===== src/pbl_pkg.sv =====
// Shared types and constants for the page buffer LRU manager.
`timescale 1ns / 1ps

package pbl_pkg;

   typedef enum logic [2:0] {
      KIND_LOOKUP     = 3'd0,
      KIND_TOUCH      = 3'd1,
      KIND_UNPIN      = 3'd2,
      KIND_MARK_VALID = 3'd3,
      KIND_MARK_DIRTY = 3'd4,
      KIND_DROP_BLOCK = 3'd5,
      KIND_DROP_ALL   = 3'd6
   } kind_type;

   localparam logic [1:0] STAT_OK        = 2'd0;
   localparam logic [1:0] STAT_NO_BUFFER = 2'd1;
   localparam logic [1:0] STAT_PINNED    = 2'd2;

   typedef struct packed {
      logic [2:0]  kind;
      logic [31:0] tablespace_id;
      logic [31:0] database_id;
      logic [31:0] relation_id;
      logic [1:0]  fork_req;
      logic [31:0] block_number;
      logic [5:0]  buffer_index;
   } req_type;

   typedef struct packed {
      logic [5:0]  slot;
      logic        found;
      logic [1:0]  status;
      logic        writeback;
      logic [31:0] wb_tablespace;
      logic [31:0] wb_database;
      logic [31:0] wb_relation;
      logic [1:0]  wb_fork;
      logic [31:0] wb_block;
   } rsp_type;

   typedef enum logic [3:0] {
      ST_CLEAR,
      ST_IDLE,
      ST_IDX,
      ST_SCAN,
      ST_ALLOC_WR,
      ST_WALK_CHK,
      ST_FIX_RD,
      ST_FIX_WR,
      ST_RESP
   } state_type;

   typedef enum logic [3:0] {
      DP_NOP,
      DP_CLEAR,
      DP_CAPTURE,
      DP_IDX_APPLY,
      DP_SCAN,
      DP_HIT_PIN,
      DP_DROP_PINNED,
      DP_DROP,
      DP_ALLOC_RD,
      DP_ALLOC_APPLY,
      DP_WALK_TAIL,
      DP_WALK_NEXT,
      DP_VICTIM,
      DP_FAIL,
      DP_FIX_RD,
      DP_FIX_WR
   } dp_op_type;

   typedef struct packed {
      dp_op_type op;
   } cmd_type;

   typedef struct packed {
      logic [2:0] kind;
      logic       clear_last;
      logic       scan_hit;
      logic       hit_pinned;
      logic       scan_done;
      logic       free_ok;
      logic       tail_ok;
      logic       walk_unpinned;
      logic       walk_prev_end;
      logic       fix_any;
   } stat_type;

endpackage


===== src/pbl_ctrl.sv =====
// Controller state machine: sequences scans, list walks and link repairs.
`timescale 1ns / 1ps

module pbl_ctrl (
   input  logic              clock,
   input  logic              reset,
   input  logic              start,
   input  logic [2:0]        req_kind,
   input  pbl_pkg::stat_type stat,
   output pbl_pkg::cmd_type  cmd,
   output logic              busy,
   output logic              rsp_valid
);

   pbl_pkg::state_type state_ff, state_in;
   logic               is_drop;

   assign is_drop = (stat.kind == pbl_pkg::KIND_DROP_BLOCK) ||
                    (stat.kind == pbl_pkg::KIND_DROP_ALL);

   always_ff @(posedge clock) begin
      if (reset) begin
         state_ff <= pbl_pkg::ST_CLEAR;
      end else begin
         state_ff <= state_in;
      end
   end

   always_comb begin
      state_in = state_ff;
      unique case (state_ff)
         pbl_pkg::ST_CLEAR: begin
            if (stat.clear_last) state_in = pbl_pkg::ST_IDLE;
         end
         pbl_pkg::ST_IDLE: begin
            if (start) begin
               case (req_kind) inside
                  pbl_pkg::KIND_LOOKUP, pbl_pkg::KIND_DROP_BLOCK, pbl_pkg::KIND_DROP_ALL:
                     state_in = pbl_pkg::ST_SCAN;
                  pbl_pkg::KIND_TOUCH, pbl_pkg::KIND_UNPIN, pbl_pkg::KIND_MARK_VALID,
                  pbl_pkg::KIND_MARK_DIRTY:
                     state_in = pbl_pkg::ST_IDX;
                  default:
                     state_in = pbl_pkg::ST_RESP;
               endcase
            end
         end
         pbl_pkg::ST_IDX: state_in = pbl_pkg::ST_FIX_RD;
         pbl_pkg::ST_SCAN: begin
            if (stat.scan_hit) begin
               if (stat.kind == pbl_pkg::KIND_LOOKUP || stat.hit_pinned)
                  state_in = pbl_pkg::ST_RESP;
               else
                  state_in = pbl_pkg::ST_FIX_RD;
            end else if (stat.scan_done) begin
               if (stat.kind != pbl_pkg::KIND_LOOKUP) state_in = pbl_pkg::ST_RESP;
               else if (stat.free_ok) state_in = pbl_pkg::ST_ALLOC_WR;
               else if (stat.tail_ok) state_in = pbl_pkg::ST_WALK_CHK;
               else state_in = pbl_pkg::ST_RESP;
            end
         end
         pbl_pkg::ST_ALLOC_WR: state_in = pbl_pkg::ST_RESP;
         pbl_pkg::ST_WALK_CHK: begin
            if (stat.walk_unpinned) state_in = pbl_pkg::ST_FIX_RD;
            else if (stat.walk_prev_end) state_in = pbl_pkg::ST_RESP;
         end
         pbl_pkg::ST_FIX_RD: begin
            if (stat.fix_any) state_in = pbl_pkg::ST_FIX_WR;
            else if (is_drop) state_in = pbl_pkg::ST_SCAN;
            else state_in = pbl_pkg::ST_RESP;
         end
         pbl_pkg::ST_FIX_WR: state_in = pbl_pkg::ST_FIX_RD;
         pbl_pkg::ST_RESP: state_in = pbl_pkg::ST_IDLE;
         default: state_in = pbl_pkg::ST_IDLE;
      endcase
   end

   always_comb begin
      cmd.op = pbl_pkg::DP_NOP;
      unique case (state_ff)
         pbl_pkg::ST_CLEAR: cmd.op = pbl_pkg::DP_CLEAR;
         pbl_pkg::ST_IDLE: begin
            if (start) cmd.op = pbl_pkg::DP_CAPTURE;
         end
         pbl_pkg::ST_IDX: cmd.op = pbl_pkg::DP_IDX_APPLY;
         pbl_pkg::ST_SCAN: begin
            if (stat.scan_hit) begin
               if (stat.kind == pbl_pkg::KIND_LOOKUP) cmd.op = pbl_pkg::DP_HIT_PIN;
               else if (stat.hit_pinned) cmd.op = pbl_pkg::DP_DROP_PINNED;
               else cmd.op = pbl_pkg::DP_DROP;
            end else if (stat.scan_done) begin
               if (stat.kind != pbl_pkg::KIND_LOOKUP) cmd.op = pbl_pkg::DP_NOP;
               else if (stat.free_ok) cmd.op = pbl_pkg::DP_ALLOC_RD;
               else if (stat.tail_ok) cmd.op = pbl_pkg::DP_WALK_TAIL;
               else cmd.op = pbl_pkg::DP_FAIL;
            end else begin
               cmd.op = pbl_pkg::DP_SCAN;
            end
         end
         pbl_pkg::ST_ALLOC_WR: cmd.op = pbl_pkg::DP_ALLOC_APPLY;
         pbl_pkg::ST_WALK_CHK: begin
            if (stat.walk_unpinned) cmd.op = pbl_pkg::DP_VICTIM;
            else if (stat.walk_prev_end) cmd.op = pbl_pkg::DP_FAIL;
            else cmd.op = pbl_pkg::DP_WALK_NEXT;
         end
         pbl_pkg::ST_FIX_RD: begin
            if (stat.fix_any) cmd.op = pbl_pkg::DP_FIX_RD;
         end
         pbl_pkg::ST_FIX_WR: cmd.op = pbl_pkg::DP_FIX_WR;
         pbl_pkg::ST_RESP: cmd.op = pbl_pkg::DP_NOP;
         default: cmd.op = pbl_pkg::DP_NOP;
      endcase
   end

   assign busy      = (state_ff != pbl_pkg::ST_IDLE);
   assign rsp_valid = (state_ff == pbl_pkg::ST_RESP);

`ifndef SYNTHESIS
   a_one_rsp: assert property (@(posedge clock) disable iff (reset)
      rsp_valid |=> !rsp_valid)
      else $error("result strobe held for more than one cycle");
   a_busy_after_start: assert property (@(posedge clock) disable iff (reset)
      (start && !busy) |=> busy)
      else $error("transaction accepted but block not busy");
   a_idle_after_rsp: assert property (@(posedge clock) disable iff (reset)
      rsp_valid |=> !busy)
      else $error("block not idle after result");
`endif

endmodule


===== config.mk =====
export PLATFORM = sky130hd
export DESIGN_NAME = pbl_ctrl
export DESIGN_NICKNAME = d
export VERILOG_FILES = /design/src/pbl_pkg.sv /design/src/pbl_ctrl.sv
export SDC_FILE = /design/constraint.sdc
export NUM_CORES = 1
export LEC_CHECK = 0
export ABC_CLOCK_PERIOD_IN_PS = 1700
export BUFFER_PORTS_ARGS = -buffer_cell sky130_fd_sc_hd__buf_2
export CELL_PAD_IN_SITES_DETAIL_PLACEMENT = 2
export CELL_PAD_IN_SITES_GLOBAL_PLACEMENT = 2
export CORE_MARGIN = 5
export CORE_UTILIZATION = 26
export DETAILED_ROUTE_END_ITERATION = 7
export HOLD_SLACK_MARGIN = 0.15
export PLACE_DENSITY_LB_ADDON = 0.1
export SLEW_MARGIN = 10
export SYNTH_ARGS = -nofsm -noshare
export SYNTH_HDL_FRONTEND = slang
export SYNTH_SLANG_ARGS = --single-unit

===== constraint.sdc =====
create_clock -name clock -period 1.7 [get_ports clock]
set_input_delay 0 -clock clock [delete_from_list [all_inputs] [get_ports clock]]
set_output_delay 0 -clock clock [all_outputs]
set_load 0.01 [all_outputs]

# Word-level counts from Yosys, hierarchy flattened
# Index checks and enable logic that the tools add are counted.
[totals] ff_bits=4 latch_bits=0 ram_bits=0 mem_bits_ro=0 elab_cells=59 mem_count=0
[op_classes] addsub=0 mul=0 div_mod_pow=0 order_cmp=0 eq_ne=21 shift=0 muxes=27 bitwise_logic=0 reduce_logical=10
[ops] operator="2-to-1 mux 4 bit" count=18
[ops] operator="one-hot mux 4 bit (8 select lines)" count=1
[ops] operator="one-hot mux 4 bit (7 select lines)" count=1
[ops] operator="equality test 4 x 3 -> 1 bit, second input constant" count=4
[ops] operator="equality test 3 bit, second input constant" count=5
[ops] operator="2-to-1 mux 3 bit" count=4
[ops] operator="equality test 4 x 2 -> 1 bit, second input constant" count=2
[ops] operator="equality test 3 x 2 -> 1 bit, second input constant" count=2
[ops] operator="logical NOT 3 bit" count=2
[ops] operator="inequality test 3 bit, second input constant" count=2
[ops] operator="equality test 4 x 1 -> 1 bit, second input constant" count=1
[ops] operator="equality test 4 bit, second input constant" count=1
[ops] operator="logical NOT 4 bit" count=1
[ops] operator="2-to-1 mux 2 bit" count=2
[ops] operator="inequality test 2 bit, second input constant" count=2
[ops] operator="inequality test 4 x 1 -> 1 bit, second input constant" count=1
[ops] operator="AND reduction 4 bit" count=1
[ops] operator="OR reduction 4 bit" count=1
[ops] operator="equality test 3 x 1 -> 1 bit, second input constant" count=1
[ops] operator="nonzero test 3 bit" count=1
[ops] operator="OR reduction 3 bit" count=1
[ops] operator="logical OR 1 bit" count=2
[ops] operator="OR reduction 2 bit" count=1
[ops] operator="2-to-1 mux 1 bit" count=1

# Longest topological paths before layout
[depth] word_depth=6 mapped_depth=5 depth_no_buf=4

# Worst setup path after synthesis
# OpenSTA, ideal clock, no wires.
[synth_path] path_kind="reg-to-reg" start="reg state_ff[2]" end="reg state_ff[1]" setup_ps=122 t_arrival_ps=1239 required_ps=1578 setup_slack_ps=339 stages_incl_launch_ff=6 n_path_buf=1 cell_sequence="dfxtp_1 > buf_4 > nor3b_1 > a21boi_0 > o221a_2 > o22ai_2"
[synth_via] elab_chain_len=3 word_cells_on_any_way=15 cone_classes="eq/ne: 11; mux: 1; reduce/logical: 3"
[synth_lines] item="start: declaration" line="pbl_ctrl.sv:15" rtl="pbl_pkg::state_type state_ff, state_in;"
[synth_lines] item="start signal: assignment" line="pbl_ctrl.sv:23" rtl="state_ff <= pbl_pkg::ST_CLEAR;"
[synth_lines] item="start signal: assignment" line="pbl_ctrl.sv:25" rtl="state_ff <= state_in;"
[synth_lines] item="equality test 4 x 3 -> 1 bit (tied with other cells)" line="pbl_ctrl.sv:31" rtl="unique case (state_ff)"
[synth_lines] item="OR reduction 2 bit (no source line) (tied with other cells)"
[synth_lines] item="one-hot mux 4 bit (7 select lines) or AND reduction 4 bit (tied branches)"
# Parallel ways exist; a longest one is shown, timed or not.
# A chain may end at the register's enable or synchronous reset.

==> results.ini <==
[route]
final_antenna_net_count = 0
wl_per_cell_um = 17.4
via_per_inst = 5.38
drc = 0
wl_um = 2360
first_iter_violations = 16
via_count = 731
firstDrtPassIters = 4

[worst_setup_path]
crit_chain = nor2b_1 > nor2_1 > a32oi_1 > o221ai_1 > buf_2
reg2regPathDepth = 5
r2r-start = state_ff[1]
crit_fanout = 14
max_stage_delay_ps = 510
critical_path.top_delay_family = flip-flops
path_buf_inv = 1
crit_path_start_kind = flop
worstSetupPathType = reg2out
arrival_ps = 1580
endpoint_kind = output pin
cp.required_ps = 1700
r2r_slack_ps = 160
slowest_stage = dfxtp_2
r2r-end = state_ff[3]

[layout]
final_util = 0.346
insertedDiodeCount = 0
drive_above_1_share = 0.425
fillCellCount = 289
synthToLayoutAreaGrowth_pct = 30.1
final_nets = 126
top_register = state_ff
reg_top3 = state_ff x4
seqCellArea_um2 = 82.6
multi_input_area_um2 = 509
largest_register_ffs = 4

[placement]
place.gp.congestion = 0.772
portBuffers = 23
dp.final_hpwl_um = 1910
pre_cts_ws_ps = 30.8

[clocking]
htreeDepth = 1
clock_latency_ps = 240
cts_made_buffers = 3
cts_root_buffer = clkbuf_4
clk_pin_slew_ps = 40
postCtsSetupBuffers = 0
clock-sinks = 4
tritoncts = yes
cts_buffer_depth = 2

[timing]
hold_viol = 0
finalCritPeriodShare = 0.930
fmaxAchievable_ghz = 0.633
period_needed_ps = 1580
slew_violations = 0
rsz0062_at_grt = false
holdWs_ps = 178
final.setup.worst_slack_ps = 120
fin_worst_skew_ps = 7.42
worst_pin_slew_ps = 318
maxSlewHeadroom = 0.785
setup_violations = 0
final.setup.tns_ps = 0

[synthesis]
synthMuxAreaShare = 0.0156
synth_cells = 78
synth_top_family_by_area = simple AND/OR/NAND/NOR gates
synth_top_area_cell = dfxtp_1
async_reset_ff_frac = 0
synth_area_leaders = dfxtp_1, nand2_1, nand4bb_4, or3_1, buf_4
synth_xor_xnor_area_share = 0.0273
synth_edf_count = 0
synth_area_per_cell_um2 = 8.21
yosys.area_share.simple = 0.402
ys_ff_latch = 4
ys_seq_area_frac = 0.125
netlist_area_um2 = 641
synth_warnings = 0
synth-compound-area-share = 0.342
synth_top_cell_area_share = 0.125
synthDistinctLibCells = 45
synthAdderAreaFrac = 0
synth_flop_cell = dfxtp_1
syn_nets = 96

[floorplanning]
io_pins = 24
die_area_um2 = 3560
die_h_um = 59.6
fp-row-count = 18
die_w_um = 59.6
start_util = 0.266
core_um2 = 2410

[hold_path]
min_from = stat[5]
whs_path_depth = 3
hold_path_class = in2reg
hold_end = state_ff[0]

[pwr]
powerDensity_nw_per_um2 = 479
irDropWorstVdd_uv = 207
leakage_uw = 0.000332

[global_routing]
top_usage_layer = met2
grt_util_met2 = 0.234
grt_pass1_wl_um = 3880
met3_usage = 0.0240
grt_max_degree = 15
antenna_found_initial = 0
track_usage = 0.141
grtUsageMet1 = 0.190
grt_pass1_vias = 805
overflow = 0

[run]
maxCapViolCount = 0

[run_status]
status = finished, final reports clean

cell usage in the layout, fill, tap and decap left out, types with 3 or more instances in the layout:
master	count
buf_2	23
nand2_1	8
buf_4	6
or3_1	4
a21oi_1	4
nor2_1	3
inv_1	3
o21ai_0	3
clkbuf_4	3
logic make-up (layout without fill, tap and decap cells):
kind of cell,Yosys count,in the layout
mux,1,1
buf+inv,8,36
simple gates,35,35
flops,4,4
compound gates,28,28
xor+xnor,2,2
power breakdown:
part / switching, uW / leakage (uW) / internal [uW]
sequential: 17.4 / 0.0000333 / 99.8
clock: 39.1 / 0.0000138 / 79.0
combinational: 86.0 / 0.000285 / 78.0
total: 142 / 0.000332 / 257
per-layer routing:
layer	up-vias	routed length, um	part of all wire
li1	359	-	-
met1	351	1100	0.46
met4	0	0	0
met5	-	0	0
met3	0	114	0.048
met2	21	1150	0.49
cell usage after synthesis (3+ instances only):
master	instances
buf_4	3
or3_1	4
dfxtp_1	4
o21ai_0	3
a21oi_1	4
nand2_1	8
nor2_1	3
inv_1	3
per-stage QoR:
stage	instances	power, uW	cell area [um^2]
finish	136	399	833
global route	136	426	833
CTS	136	405	832
detailed placement	132	279	793
global placement	132	276	793
floorplan	78	216	641
what timing repair did:
action / CTS / global route
gates resized for setup: 2 / 1
pin swaps: 0 / 0
hold buffers: 1 / 0
hold endpoints to repair: 3 / 0
endpoints found under the setup margin: 2 / 3
worst max-delay path by stage:
stage               slack [ps]  cells after the start     endpoint        start
finish                     120                      5       cmd[1]  state_ff[0]
global route                 8                      5       cmd[1]  state_ff[0]
CTS                         60                      5       cmd[1]  state_ff[2]
detailed placement          30                      4  state_ff[1]  state_ff[2]
global placement            40                      4  state_ff[1]  state_ff[2]
floorplan                  340                      5  state_ff[1]  state_ff[2]
cell type report:
class	instances	share of cell area
multi-input combinational	66	0.611
tap	30	0.0450
sequential	4	0.0991
timing repair buffer	30	0.204
inverter	3	0.0135
clock buffer	3	0.0270
tightest hold or removal path, stage by stage:
cell and delay [ps]:
buf_2 130, a211o_1 130, a311oi_1 100
(Power assumes the default switching activity.)
